$ cat src/asc_pkg.sv
package asc_pkg;

    localparam int N_W      = 16;
    localparam int TIME_W   = 48;
    localparam int DIFF_W   = TIME_W + 1;
    localparam int WANT_W   = 17;
    localparam int SUM_W    = 64;
    localparam int ACC_W    = 80;
    localparam int MUL_A_W  = 32;
    localparam int MUL_B_W  = 19;
    localparam int MUL_P_W  = MUL_A_W + MUL_B_W;
    localparam int STEP_W   = 5;
    localparam int WARM_W   = 5;

    localparam logic [WARM_W-1:0] WARMUP_FRAMES = 5'd20;

    // Reciprocal of 100 scaled by 2^24, rounded down.
    localparam logic [MUL_B_W-1:0] RECIP100 = 19'd167772;
    localparam logic [MUL_B_W-1:0] HUNDRED  = 19'd100;

    typedef logic [3:0] act_t;
    typedef logic [3:0] mul_t;
    typedef logic [2:0] cond_t;

    localparam act_t ACT_NONE    = 4'd0;
    localparam act_t ACT_DIFF    = 4'd1;
    localparam act_t ACT_MAG     = 4'd2;
    localparam act_t ACT_ACC_LO  = 4'd3;
    localparam act_t ACT_ACC_HI  = 4'd4;
    localparam act_t ACT_PROD    = 4'd5;
    localparam act_t ACT_SUMUP   = 4'd6;
    localparam act_t ACT_LATCH_X = 4'd7;
    localparam act_t ACT_LATCH_Q = 4'd8;
    localparam act_t ACT_FIX_LO  = 4'd9;
    localparam act_t ACT_FIX_HI  = 4'd10;
    localparam act_t ACT_OFF     = 4'd11;
    localparam act_t ACT_CLIP    = 4'd12;
    localparam act_t ACT_PASS    = 4'd13;
    localparam act_t ACT_CLEAR   = 4'd14;

    localparam mul_t MUL_HOLD       = 4'd0;
    localparam mul_t MUL_SLO_COEF   = 4'd1;
    localparam mul_t MUL_SHI_COEF   = 4'd2;
    localparam mul_t MUL_SLO_CF     = 4'd3;
    localparam mul_t MUL_SHI_CF     = 4'd4;
    localparam mul_t MUL_DMAG_RATE  = 4'd5;
    localparam mul_t MUL_N_LOPCT    = 4'd6;
    localparam mul_t MUL_N_HIPCT    = 4'd7;
    localparam mul_t MUL_MR_RECIP   = 4'd8;
    localparam mul_t MUL_MR_HUNDRED = 4'd9;

    localparam cond_t COND_NONE    = 3'd0;
    localparam cond_t COND_AUDIO   = 3'd1;
    localparam cond_t COND_NOSYNC  = 3'd2;
    localparam cond_t COND_WARMING = 3'd3;
    localparam cond_t COND_BELOW   = 3'd4;

    localparam logic [STEP_W-1:0] STEP_PASS  = 5'd21;
    localparam logic [STEP_W-1:0] STEP_CLEAR = 5'd22;

    typedef struct packed {
        act_t              act;
        mul_t              mul;
        cond_t             cond;
        logic [STEP_W-1:0] target;
        logic              last;
    } ucode_t;

    typedef struct packed {
        act_t act;
        mul_t mul;
    } ctrl_t;

    typedef struct packed {
        logic is_audio;
        logic nosync;
        logic warming;
        logic below;
    } status_t;

    typedef struct packed {
        logic [1:0]  sync_mode;
        logic        has_video_stream;
        logic        has_audio_stream;
        logic [15:0] avg_coefficient;
        logic [31:0] diff_threshold;
        logic [31:0] nosync_threshold;
        logic [18:0] sample_rate;
        logic [6:0]  correction_percent;
    } cfg_t;

    typedef struct packed {
        logic        external_time_valid;
        logic [47:0] external_time;
        logic        video_time_valid;
        logic [47:0] video_time;
        logic        audio_time_valid;
        logic [47:0] audio_time;
        logic [15:0] frame_samples;
    } item_t;

    function automatic ucode_t uword(act_t act, mul_t mul, cond_t cond,
                                     logic [STEP_W-1:0] target, logic last);
        ucode_t w;
        w.act    = act;
        w.mul    = mul;
        w.cond   = cond;
        w.target = target;
        w.last   = last;
        return w;
    endfunction

    function automatic ucode_t ucode_rom(logic [STEP_W-1:0] step);
        ucode_t w;
        unique case (step)
            5'd0:  w = uword(ACT_DIFF,    MUL_HOLD,       COND_AUDIO,   STEP_PASS,  1'b0);
            5'd1:  w = uword(ACT_MAG,     MUL_HOLD,       COND_NONE,    5'd0,       1'b0);
            5'd2:  w = uword(ACT_NONE,    MUL_SLO_COEF,   COND_NOSYNC,  STEP_CLEAR, 1'b0);
            5'd3:  w = uword(ACT_ACC_LO,  MUL_SHI_COEF,   COND_NONE,    5'd0,       1'b0);
            5'd4:  w = uword(ACT_ACC_HI,  MUL_HOLD,       COND_NONE,    5'd0,       1'b0);
            5'd5:  w = uword(ACT_PROD,    MUL_HOLD,       COND_NONE,    5'd0,       1'b0);
            5'd6:  w = uword(ACT_SUMUP,   MUL_HOLD,       COND_WARMING, STEP_PASS,  1'b0);
            5'd7:  w = uword(ACT_MAG,     MUL_HOLD,       COND_NONE,    5'd0,       1'b0);
            5'd8:  w = uword(ACT_NONE,    MUL_SLO_CF,     COND_NONE,    5'd0,       1'b0);
            5'd9:  w = uword(ACT_ACC_LO,  MUL_SHI_CF,     COND_NONE,    5'd0,       1'b0);
            5'd10: w = uword(ACT_ACC_HI,  MUL_HOLD,       COND_NONE,    5'd0,       1'b0);
            5'd11: w = uword(ACT_NONE,    MUL_DMAG_RATE,  COND_BELOW,   STEP_PASS,  1'b0);
            5'd12: w = uword(ACT_ACC_LO,  MUL_N_LOPCT,    COND_NONE,    5'd0,       1'b0);
            5'd13: w = uword(ACT_LATCH_X, MUL_MR_RECIP,   COND_NONE,    5'd0,       1'b0);
            5'd14: w = uword(ACT_LATCH_Q, MUL_MR_HUNDRED, COND_NONE,    5'd0,       1'b0);
            5'd15: w = uword(ACT_FIX_LO,  MUL_N_HIPCT,    COND_NONE,    5'd0,       1'b0);
            5'd16: w = uword(ACT_LATCH_X, MUL_MR_RECIP,   COND_NONE,    5'd0,       1'b0);
            5'd17: w = uword(ACT_LATCH_Q, MUL_MR_HUNDRED, COND_NONE,    5'd0,       1'b0);
            5'd18: w = uword(ACT_FIX_HI,  MUL_HOLD,       COND_NONE,    5'd0,       1'b0);
            5'd19: w = uword(ACT_OFF,     MUL_HOLD,       COND_NONE,    5'd0,       1'b0);
            5'd20: w = uword(ACT_CLIP,    MUL_HOLD,       COND_NONE,    5'd0,       1'b1);
            5'd21: w = uword(ACT_PASS,    MUL_HOLD,       COND_NONE,    5'd0,       1'b1);
            5'd22: w = uword(ACT_CLEAR,   MUL_HOLD,       COND_NONE,    5'd0,       1'b1);
            default: w = uword(ACT_PASS,  MUL_HOLD,       COND_NONE,    5'd0,       1'b1);
        endcase
        return w;
    endfunction

endpackage

$ cat src/asc_sequencer.sv
module asc_sequencer (
    input  logic             clk,
    input  logic             rst_n,
    input  logic             start,
    input  logic             out_free,
    input  asc_pkg::status_t status,
    output asc_pkg::ctrl_t   ctrl,
    output logic             busy,
    output logic             done
);

    logic                       busy_reg;
    logic                       busy_next;
    logic [asc_pkg::STEP_W-1:0] step_reg;
    logic [asc_pkg::STEP_W-1:0] step_next;
    asc_pkg::ucode_t            word;
    logic                       taken;
    logic                       run;

    assign word = asc_pkg::ucode_rom(step_reg);

    // The closing step writes the output register, so it waits for a free slot.
    assign run = busy_reg && !(word.last && !out_free);

    always_comb
    begin
        unique case (word.cond)
            asc_pkg::COND_AUDIO:   taken = status.is_audio;
            asc_pkg::COND_NOSYNC:  taken = status.nosync;
            asc_pkg::COND_WARMING: taken = status.warming;
            asc_pkg::COND_BELOW:   taken = status.below;
            default:               taken = 1'b0;
        endcase
    end

    always_comb
    begin
        busy_next = busy_reg;
        step_next = step_reg;
        if (start)
        begin
            busy_next = 1'b1;
            step_next = '0;
        end
        else if (run)
        begin
            if (word.last)
            begin
                busy_next = 1'b0;
            end
            else if (taken)
            begin
                step_next = word.target;
            end
            else
            begin
                step_next = step_reg + 5'd1;
            end
        end
    end

    always_ff @(posedge clk or negedge rst_n)
    begin
        if (!rst_n)
        begin
            busy_reg <= 1'b0;
            step_reg <= '0;
        end
        else
        begin
            busy_reg <= busy_next;
            step_reg <= step_next;
        end
    end

    assign ctrl.act = run ? word.act : asc_pkg::ACT_NONE;
    assign ctrl.mul = run ? word.mul : asc_pkg::MUL_HOLD;
    assign busy     = busy_reg;
    assign done     = run && word.last;

endmodule

$ cat src/asc_datapath.sv
module asc_datapath (
    input  logic                        clk,
    input  logic                        rst_n,
    input  logic                        load,
    input  asc_pkg::item_t              item,
    input  asc_pkg::cfg_t               cfg,
    input  asc_pkg::ctrl_t              ctrl,
    output asc_pkg::status_t            status,
    output logic [asc_pkg::WANT_W-1:0]  wanted_samples,
    output logic                        corrected
);

    localparam logic [1:0] SYNC_AUDIO = 2'd0;
    localparam logic [1:0] SYNC_VIDEO = 2'd1;
    localparam logic [1:0] KIND_AUDIO = 2'd0;
    localparam logic [1:0] KIND_VIDEO = 2'd1;
    localparam logic [1:0] KIND_EXT   = 2'd2;

    asc_pkg::item_t                   in_reg;
    logic signed [asc_pkg::DIFF_W-1:0] diff_reg;
    logic [asc_pkg::DIFF_W-1:0]       dmag_reg;
    logic [asc_pkg::SUM_W-1:0]        smag_reg;
    logic [asc_pkg::MUL_P_W-1:0]      mul_reg;
    logic [asc_pkg::ACC_W-1:0]        acc_reg;
    logic [asc_pkg::SUM_W-1:0]        prod_reg;
    logic [asc_pkg::SUM_W-1:0]        sum_reg;
    logic [asc_pkg::SUM_W-1:0]        sum_next;
    logic [asc_pkg::WARM_W-1:0]       warm_reg;
    logic [asc_pkg::WARM_W-1:0]       warm_next;
    logic [23:0]                      x_reg;
    logic [16:0]                      q_reg;
    logic [16:0]                      lo_reg;
    logic [16:0]                      hi_reg;
    logic signed [37:0]               w_reg;
    logic [asc_pkg::WANT_W-1:0]       wanted_reg;
    logic                             corrected_reg;

    logic [1:0]                       kind;
    logic                             m_ok;
    logic signed [asc_pkg::DIFF_W-1:0] a_ext;
    logic signed [asc_pkg::DIFF_W-1:0] m_ext;
    logic [asc_pkg::MUL_A_W-1:0]      mul_a;
    logic [asc_pkg::MUL_B_W-1:0]      mul_b;
    logic [16:0]                      cf;
    logic [6:0]                       pct;
    logic [63:0]                      pm;
    logic [64:0]                      sum_wide;
    logic [23:0]                      rem;
    logic [16:0]                      q_fixed;
    logic signed [37:0]               lo_s;
    logic signed [37:0]               hi_s;
    logic [37:0]                      offm;

    always_comb
    begin
        unique case (cfg.sync_mode)
            SYNC_VIDEO: kind = cfg.has_video_stream ? KIND_VIDEO : KIND_AUDIO;
            SYNC_AUDIO: kind = cfg.has_audio_stream ? KIND_AUDIO : KIND_EXT;
            default:    kind = KIND_EXT;
        endcase
    end

    assign a_ext = signed'({in_reg.audio_time[47], in_reg.audio_time});
    assign m_ext = (kind == KIND_VIDEO) ?
                   signed'({in_reg.video_time[47], in_reg.video_time}) :
                   signed'({in_reg.external_time[47], in_reg.external_time});
    assign m_ok  = (kind == KIND_VIDEO) ? in_reg.video_time_valid :
                   in_reg.external_time_valid;

    assign cf  = 17'h10000 - {1'b0, cfg.avg_coefficient};
    assign pct = (cfg.correction_percent > 7'd100) ? 7'd100 : cfg.correction_percent;
    assign pm  = acc_reg[79:16];

    assign status.is_audio = (kind == KIND_AUDIO);
    assign status.nosync   = !(in_reg.audio_time_valid && m_ok &&
                               (dmag_reg < {17'd0, cfg.nosync_threshold}));
    assign status.warming  = (warm_reg < asc_pkg::WARMUP_FRAMES);
    assign status.below    = (pm < {32'd0, cfg.diff_threshold});

    always_comb
    begin
        unique case (ctrl.mul)
            asc_pkg::MUL_SLO_COEF:
            begin
                mul_a = smag_reg[31:0];
                mul_b = {3'd0, cfg.avg_coefficient};
            end
            asc_pkg::MUL_SHI_COEF:
            begin
                mul_a = smag_reg[63:32];
                mul_b = {3'd0, cfg.avg_coefficient};
            end
            asc_pkg::MUL_SLO_CF:
            begin
                mul_a = smag_reg[31:0];
                mul_b = {2'd0, cf};
            end
            asc_pkg::MUL_SHI_CF:
            begin
                mul_a = smag_reg[63:32];
                mul_b = {2'd0, cf};
            end
            asc_pkg::MUL_DMAG_RATE:
            begin
                mul_a = dmag_reg[31:0];
                mul_b = cfg.sample_rate;
            end
            asc_pkg::MUL_N_LOPCT:
            begin
                mul_a = {16'd0, in_reg.frame_samples};
                mul_b = {12'd0, 7'(7'd100 - pct)};
            end
            asc_pkg::MUL_N_HIPCT:
            begin
                mul_a = {16'd0, in_reg.frame_samples};
                mul_b = {11'd0, 8'(8'd100 + {1'b0, pct})};
            end
            asc_pkg::MUL_MR_RECIP:
            begin
                mul_a = {8'd0, mul_reg[23:0]};
                mul_b = asc_pkg::RECIP100;
            end
            asc_pkg::MUL_MR_HUNDRED:
            begin
                mul_a = {15'd0, mul_reg[40:24]};
                mul_b = asc_pkg::HUNDRED;
            end
            default:
            begin
                mul_a = '0;
                mul_b = '0;
            end
        endcase
    end

    assign sum_wide = {prod_reg[63], prod_reg} + {{16{diff_reg[48]}}, diff_reg};
    assign rem      = x_reg - mul_reg[23:0];
    assign q_fixed  = (rem >= 24'd100) ? 17'(q_reg + 17'd1) : q_reg;
    assign offm     = {3'd0, acc_reg[50:16]};
    assign lo_s     = signed'({21'd0, lo_reg});
    assign hi_s     = signed'({21'd0, hi_reg});

    always_comb
    begin
        sum_next  = sum_reg;
        warm_next = warm_reg;
        unique case (ctrl.act)
            asc_pkg::ACT_SUMUP:
            begin
                unique case (sum_wide[64:63])
                    2'b01:   sum_next = 64'h7FFF_FFFF_FFFF_FFFF;
                    2'b10:   sum_next = 64'h8000_0000_0000_0000;
                    default: sum_next = sum_wide[63:0];
                endcase
                if (warm_reg < asc_pkg::WARMUP_FRAMES)
                begin
                    warm_next = warm_reg + 5'd1;
                end
            end
            asc_pkg::ACT_CLEAR:
            begin
                sum_next  = '0;
                warm_next = '0;
            end
            default:
            begin
                sum_next  = sum_reg;
                warm_next = warm_reg;
            end
        endcase
    end

    always_ff @(posedge clk or negedge rst_n)
    begin
        if (!rst_n)
        begin
            sum_reg  <= '0;
            warm_reg <= '0;
        end
        else
        begin
            sum_reg  <= sum_next;
            warm_reg <= warm_next;
        end
    end

    always_ff @(posedge clk)
    begin
        if (load)
        begin
            in_reg <= item;
        end
        if (ctrl.mul != asc_pkg::MUL_HOLD)
        begin
            mul_reg <= mul_a * mul_b;
        end
        unique case (ctrl.act)
            asc_pkg::ACT_DIFF:
            begin
                diff_reg <= a_ext - m_ext;
            end
            asc_pkg::ACT_MAG:
            begin
                dmag_reg <= diff_reg[48] ? 49'(-diff_reg) : diff_reg;
                smag_reg <= sum_reg[63] ? 64'(64'd0 - sum_reg) : sum_reg;
            end
            asc_pkg::ACT_ACC_LO:
            begin
                acc_reg <= {29'd0, mul_reg};
            end
            asc_pkg::ACT_ACC_HI:
            begin
                acc_reg <= acc_reg + {mul_reg[47:0], 32'd0};
            end
            asc_pkg::ACT_PROD:
            begin
                prod_reg <= sum_reg[63] ? 64'(64'd0 - pm) : pm;
            end
            asc_pkg::ACT_LATCH_X:
            begin
                x_reg <= mul_reg[23:0];
            end
            asc_pkg::ACT_LATCH_Q:
            begin
                q_reg <= mul_reg[40:24];
            end
            asc_pkg::ACT_FIX_LO:
            begin
                lo_reg <= q_fixed;
            end
            asc_pkg::ACT_FIX_HI:
            begin
                hi_reg <= q_fixed;
            end
            asc_pkg::ACT_OFF:
            begin
                w_reg <= diff_reg[48] ?
                         signed'(38'({22'd0, in_reg.frame_samples} - offm)) :
                         signed'(38'({22'd0, in_reg.frame_samples} + offm));
            end
            asc_pkg::ACT_CLIP:
            begin
                if (w_reg < lo_s)
                begin
                    wanted_reg <= lo_reg;
                end
                else if (w_reg > hi_s)
                begin
                    wanted_reg <= hi_reg;
                end
                else
                begin
                    wanted_reg <= w_reg[16:0];
                end
                corrected_reg <= 1'b1;
            end
            asc_pkg::ACT_PASS,
            asc_pkg::ACT_CLEAR:
            begin
                wanted_reg    <= {1'b0, in_reg.frame_samples};
                corrected_reg <= 1'b0;
            end
            default:
            begin
            end
        endcase
    end

    assign wanted_samples = wanted_reg;
    assign corrected      = corrected_reg;

endmodule

$ cat src/audio_sync_sample_correction.sv
// Audio drift correction for A/V sync: for each decoded audio frame it returns the sample
// count to produce and a flag telling whether a correction was applied. When a master other
// than audio is selected it tracks an exponentially weighted audio-minus-master difference
// and, after the warm-up frames and unless that average is below the threshold, stretches
// or shrinks the count by difference times sample rate, clipped to the configured
// percentage. A microprogram steps one shared 32x19 multiplier through the work, with the
// input not ready meanwhile, and shortens the path with audio master, when averaging resets,
// during warm-up and below the threshold. The result waits in the output register; the next
// frame is accepted meanwhile and stalls only at its last step while that register is full.
module audio_sync_sample_correction (
    input  logic         clk,
    input  logic         rst_n,
    input  logic         psel,
    input  logic         penable,
    input  logic         pwrite,
    input  logic [4:0]   paddr,
    input  logic [31:0]  pwdata,
    output logic [31:0]  prdata,
    output logic         pready,
    input  logic         s_tvalid,
    output logic         s_tready,
    // frame_samples, audio_time, audio_time_valid, video_time, video_time_valid,
    // external_time, external_time_valid, zero fill
    input  logic [167:0] s_tdata,
    output logic         m_tvalid,
    input  logic         m_tready,
    // wanted_samples, corrected, zero fill
    output logic [23:0]  m_tdata
);

    localparam logic [2:0] REG_SYNC_MODE   = 3'd0;
    localparam logic [2:0] REG_HAS_VIDEO   = 3'd1;
    localparam logic [2:0] REG_HAS_AUDIO   = 3'd2;
    localparam logic [2:0] REG_COEF        = 3'd3;
    localparam logic [2:0] REG_DIFF_THR    = 3'd4;
    localparam logic [2:0] REG_NOSYNC_THR  = 3'd5;
    localparam logic [2:0] REG_SAMPLE_RATE = 3'd6;
    localparam logic [2:0] REG_PERCENT     = 3'd7;

    asc_pkg::cfg_t                  cfg_reg;
    logic                           m_tvalid_reg;
    logic                           m_tvalid_next;
    logic                           cfg_wr;
    logic [2:0]                     reg_idx;
    logic                           start;
    logic                           busy;
    logic                           done;
    logic                           out_free;
    asc_pkg::ctrl_t                 ctrl;
    asc_pkg::status_t               status;
    asc_pkg::item_t                 item;
    logic [asc_pkg::WANT_W-1:0]     wanted_samples;
    logic                           corrected;

    assign pready  = 1'b1;
    assign reg_idx = paddr[4:2];
    assign cfg_wr  = psel && penable && pwrite && pready;

    always_ff @(posedge clk or negedge rst_n)
    begin
        if (!rst_n)
        begin
            cfg_reg.sync_mode          <= 2'd0;
            cfg_reg.has_video_stream   <= 1'b0;
            cfg_reg.has_audio_stream   <= 1'b1;
            cfg_reg.avg_coefficient    <= 16'd52057;
            cfg_reg.diff_threshold     <= 32'd2621;
            cfg_reg.nosync_threshold   <= 32'd655360;
            cfg_reg.sample_rate        <= 19'd48000;
            cfg_reg.correction_percent <= 7'd10;
        end
        else if (cfg_wr)
        begin
            unique case (reg_idx)
                REG_SYNC_MODE:   cfg_reg.sync_mode          <= pwdata[1:0];
                REG_HAS_VIDEO:   cfg_reg.has_video_stream   <= pwdata[0];
                REG_HAS_AUDIO:   cfg_reg.has_audio_stream   <= pwdata[0];
                REG_COEF:        cfg_reg.avg_coefficient    <= pwdata[15:0];
                REG_DIFF_THR:    cfg_reg.diff_threshold     <= pwdata;
                REG_NOSYNC_THR:  cfg_reg.nosync_threshold   <= pwdata;
                REG_SAMPLE_RATE: cfg_reg.sample_rate        <= pwdata[18:0];
                REG_PERCENT:     cfg_reg.correction_percent <= pwdata[6:0];
                default:         cfg_reg.sync_mode          <= cfg_reg.sync_mode;
            endcase
        end
    end

    always_comb
    begin
        unique case (reg_idx)
            REG_SYNC_MODE:   prdata = {30'd0, cfg_reg.sync_mode};
            REG_HAS_VIDEO:   prdata = {31'd0, cfg_reg.has_video_stream};
            REG_HAS_AUDIO:   prdata = {31'd0, cfg_reg.has_audio_stream};
            REG_COEF:        prdata = {16'd0, cfg_reg.avg_coefficient};
            REG_DIFF_THR:    prdata = cfg_reg.diff_threshold;
            REG_NOSYNC_THR:  prdata = cfg_reg.nosync_threshold;
            REG_SAMPLE_RATE: prdata = {13'd0, cfg_reg.sample_rate};
            REG_PERCENT:     prdata = {25'd0, cfg_reg.correction_percent};
            default:         prdata = '0;
        endcase
    end

    assign item.frame_samples       = s_tdata[15:0];
    assign item.audio_time          = s_tdata[63:16];
    assign item.audio_time_valid    = s_tdata[64];
    assign item.video_time          = s_tdata[112:65];
    assign item.video_time_valid    = s_tdata[113];
    assign item.external_time       = s_tdata[161:114];
    assign item.external_time_valid = s_tdata[162];

    assign s_tready = !busy;
    assign start    = s_tvalid && s_tready;
    assign out_free = !m_tvalid_reg || m_tready;

    always_comb
    begin
        m_tvalid_next = m_tvalid_reg;
        if (done)
        begin
            m_tvalid_next = 1'b1;
        end
        else if (m_tready)
        begin
            m_tvalid_next = 1'b0;
        end
    end

    always_ff @(posedge clk or negedge rst_n)
    begin
        if (!rst_n)
        begin
            m_tvalid_reg <= 1'b0;
        end
        else
        begin
            m_tvalid_reg <= m_tvalid_next;
        end
    end

    asc_sequencer u_seq (
        .clk      (clk),
        .rst_n    (rst_n),
        .start    (start),
        .out_free (out_free),
        .status   (status),
        .ctrl     (ctrl),
        .busy     (busy),
        .done     (done)
    );

    asc_datapath u_dp (
        .clk            (clk),
        .rst_n          (rst_n),
        .load           (start),
        .item           (item),
        .cfg            (cfg_reg),
        .ctrl           (ctrl),
        .status         (status),
        .wanted_samples (wanted_samples),
        .corrected      (corrected)
    );

    assign m_tvalid = m_tvalid_reg;
    assign m_tdata  = {6'd0, corrected, wanted_samples};

endmodule

$ cat config.mk
export PLATFORM = sky130hd
export DESIGN_NAME = audio_sync_sample_correction
export DESIGN_NICKNAME = d
export VERILOG_FILES = /design/src/asc_pkg.sv /design/src/asc_sequencer.sv /design/src/asc_datapath.sv /design/src/audio_sync_sample_correction.sv
export SDC_FILE = /design/constraint.sdc
export NUM_CORES = 2
export LEC_CHECK = 0
export ABC_AREA = 1
export BUFFER_PORTS_ARGS = -buffer_cell sky130_fd_sc_hd__buf_2
export CELL_PAD_IN_SITES_DETAIL_PLACEMENT = 0
export CELL_PAD_IN_SITES_GLOBAL_PLACEMENT = 1
export CORE_MARGIN = 5
export CORE_UTILIZATION = 49
export CTS_CLUSTER_SIZE = 25
export DETAILED_ROUTE_END_ITERATION = 8
export PLACE_DENSITY_LB_ADDON = 0.08
export SYNTH_ARGS = -nofsm -noshare
export SYNTH_HDL_FRONTEND = slang
export SYNTH_SLANG_ARGS = --single-unit
$ cat constraint.sdc
create_clock -name clk -period 11.66 [get_ports clk]
set_input_delay 2.332 -clock clk [delete_from_list [all_inputs] [get_ports clk]]
set_output_delay 2.332 -clock clk [all_outputs]
set_load 0.02 [all_outputs]
==> results.toml <==
[worst_setup_path]
worst_path_max_delay_cell = "inv_2"
end_kind = "flop"
arrival_ns = 10.69
max_stage_delay_ns = 0.67
reg2reg_setup_slack_ns = 1.95
start_kind = "input pin"
rr_worst_depth = 35
critPathMaxFanout = 33
crit_required_ns = 12.10
crit_top_cell = "inv_1"
path_class = "input pin to flop"
r2r_end = "u_dp.mul_reg[25]$_DFFE_PP_"
worstReg2RegStart = "u_seq.step_reg[0]$_DFFE_PN0P_"

[timing]
max_clock_freq_mhz = 97.50
tightest_slew_ns = 1.229
setup-violations-final = 0
final.setup.tns_ns = 0
hold_viol_final = 0
finalCritPeriodShare_pct = 87.96
fin_ws_ns = 1.404
drv_slew = 0
maxSlewHeadroom_pct = 17.43
min_period_ns = 10.26
grt_setup_unrepaired = "false"
skew_ns = 0.04375

[detailed_routing]
wl_met2_mm = 126.1
drt-met1-wl_mm = 123.5
top_layer = "met5"
drtIter0Drc = 7212
drt_pass1_iterations = 6
num_vias = 67110
drt-total-wl_mm = 290.9
routed_via_density = 5.607
postRouteAntennaNets = 0
route.detailed.drc = 0
routedWlPerCell_um = 24.31
wl_met3_mm = 27.49

[global_route]
grt_max_degree = 77
grt_pass1_vias = 64610
grt_pass1_wl_mm = 423.4
track_usage_pct = 35.15
globalRouteOverflowTotal = 0
antenna_found_initial = 19

[placement]
io_buffers = 256
placedCellCount = 11790
place_hpwl_mm = 238.2
place_congestion = 1.020
pre_cts_ws_ns = 0.8829

[synth]
synth_compound_area_share_pct = 9.861
syn_area_per_cell_um2 = 7.875
yosys.area_share.adder_pct = 21.30
synth-simple-area-share_pct = 21.96
synth_ff_type = "edfxtp_1"
mappedNetlistArea_mm2 = 0.07561
synth-xor-area-share_pct = 3.985
yosys-mux-area-fraction_pct = 0.7414
synth_edf_count = 634
synth_cells = 9601
ys_ff_latch = 820
ys_seq_area_share_pct = 31.38
yosysWarnings = 0
synthDistinctLibCells = 69
synth-async-reset-ratio_pct = 22.68
synth_top_family_by_area = "simple AND/OR/NAND/NOR gates"

[die]
die_h_um = 402.8
fp.dieW_um = 402.8
die_area_mm2 = 0.1623
io_pins = 271
core_area_mm2 = 0.1537
std_cell_rows = 144
start_util_pct = 49.20

[final_layout]
instances_no_fill = 11970
multiInputGateArea_mm2 = 0.04387
finalNetCount = 11030
layout_commonest_cell = "nand2_1"
register_area_mm2 = 0.02373
area_delta_synth_final_pct = 8.764
n_fill_cell = 14810
final_cell_mix = "nand2_1, inv_1, nor2_1"
largest_reg_flops = 115
layout-drive-gt1-share_pct = 7.354

[clock_tree]
cts_tree = "built"
clkSinkCount = 820
htreeDepth = 3
path_clk_slew_ns = 0.06
cts.hold.buffers_added = 0
clk_latency_ns = 0.73
cts_setup_buffers = 0
cts_buffer_depth = 3
cts_inserted_buffers = 94
cts-resized-gates = 0
clk_root_buffer_cell = "clkbuf_16"

[worst_hold_path]
worstHoldStart = "u_dp.sum_reg[0]$_DFFE_PN0P_"
holdPathStages = 0
whs_endpoint = "u_dp.smag_reg[0]$_DFFE_PN_"
hp-class = "flop to flop"

[job]
cap_violations = 0

[run_status]
status = "finished, final reports clean"
[per-layer routing]
metal / vias up / global-route usage [%]
met5: - / 0
met4: 6 / 13.79
met3: 510 / 7.886
met2: 2923 / 53.78
met1: 32610 / 48.74
li1: 31070 / -
[worst max path at each step]
stage                         from                       endpoint  slack [ns]  cells after the start
after detailed placement  m_tready     u_dp.mul_reg[45]$_DFFE_PP_        0.88                     32
final                     m_tready     u_dp.mul_reg[25]$_DFFE_PP_        1.40                     35
after floorplan           s_tvalid  u_seq.step_reg[3]$_DFFE_PN0P_        1.08                      5
after global placement    m_tready     u_dp.mul_reg[45]$_DFFE_PP_        0.85                     32
after CTS                 m_tready     u_dp.mul_reg[45]$_DFFE_PP_        1.60                     32
after global routing      m_tready     u_dp.mul_reg[29]$_DFFE_PP_        1.03                     34
[logic make-up after synthesis]
group           after synthesis
mux                          55
compound gates             1315
xor+xnor                    344
other cells                   2
flops                       820
fa+ha+maj                   978
simple gates               4019
buf+inv                    2068
[metrics by stage]
stage	utilization, %	area [um^2]	hold slack, ns
2_1_floorplan	-	75630	0.4475
3_3_place_gp	51.49	79130	0.4993
3_5_place_dp	51.49	79130	0.5074
4_1_cts	53.49	82210	0.5154
5_1_grt	53.49	82210	0.5236
6_report	53.51	82240	0.5114
[cell type report]
cell class,instances,area share [%]
multi-input cells,6718,53.35
flip-flops and latches,820,28.85
inverters,1852,8.475
well taps,2044,3.110
clock buffers,122,3.089
repair buffers,351,2.436
clock inverters,50,0.6481
diodes,12,0.03652
[synth_stat cells (all sizes together), types with 109 or more instances]
master,count,area [um^2]
nand2,2273,8686
inv,1848,6954
nor2,1031,3975
edfxtp,634,19040
o21ai,518,2638
fa,515,10310
a21oi,478,2411
ha,463,5793
nand3,375,1907
xor2,274,2400
dfrtp,158,3954
buf,132,857.1
nand4,114,713.2
nor3,109,560.5
[worst max-delay path, delay by kind of cell]
kind            cells  cell delay [ns]
fa+ha+maj           7             3.43
simple gates       13             1.93
compound gates      4             1.47
buf+inv            10             1.39
xor+xnor            1             0.06
Power is not shown: default switching activity piles up to over one toggle a cycle in this logic, so the estimate is an artifact.
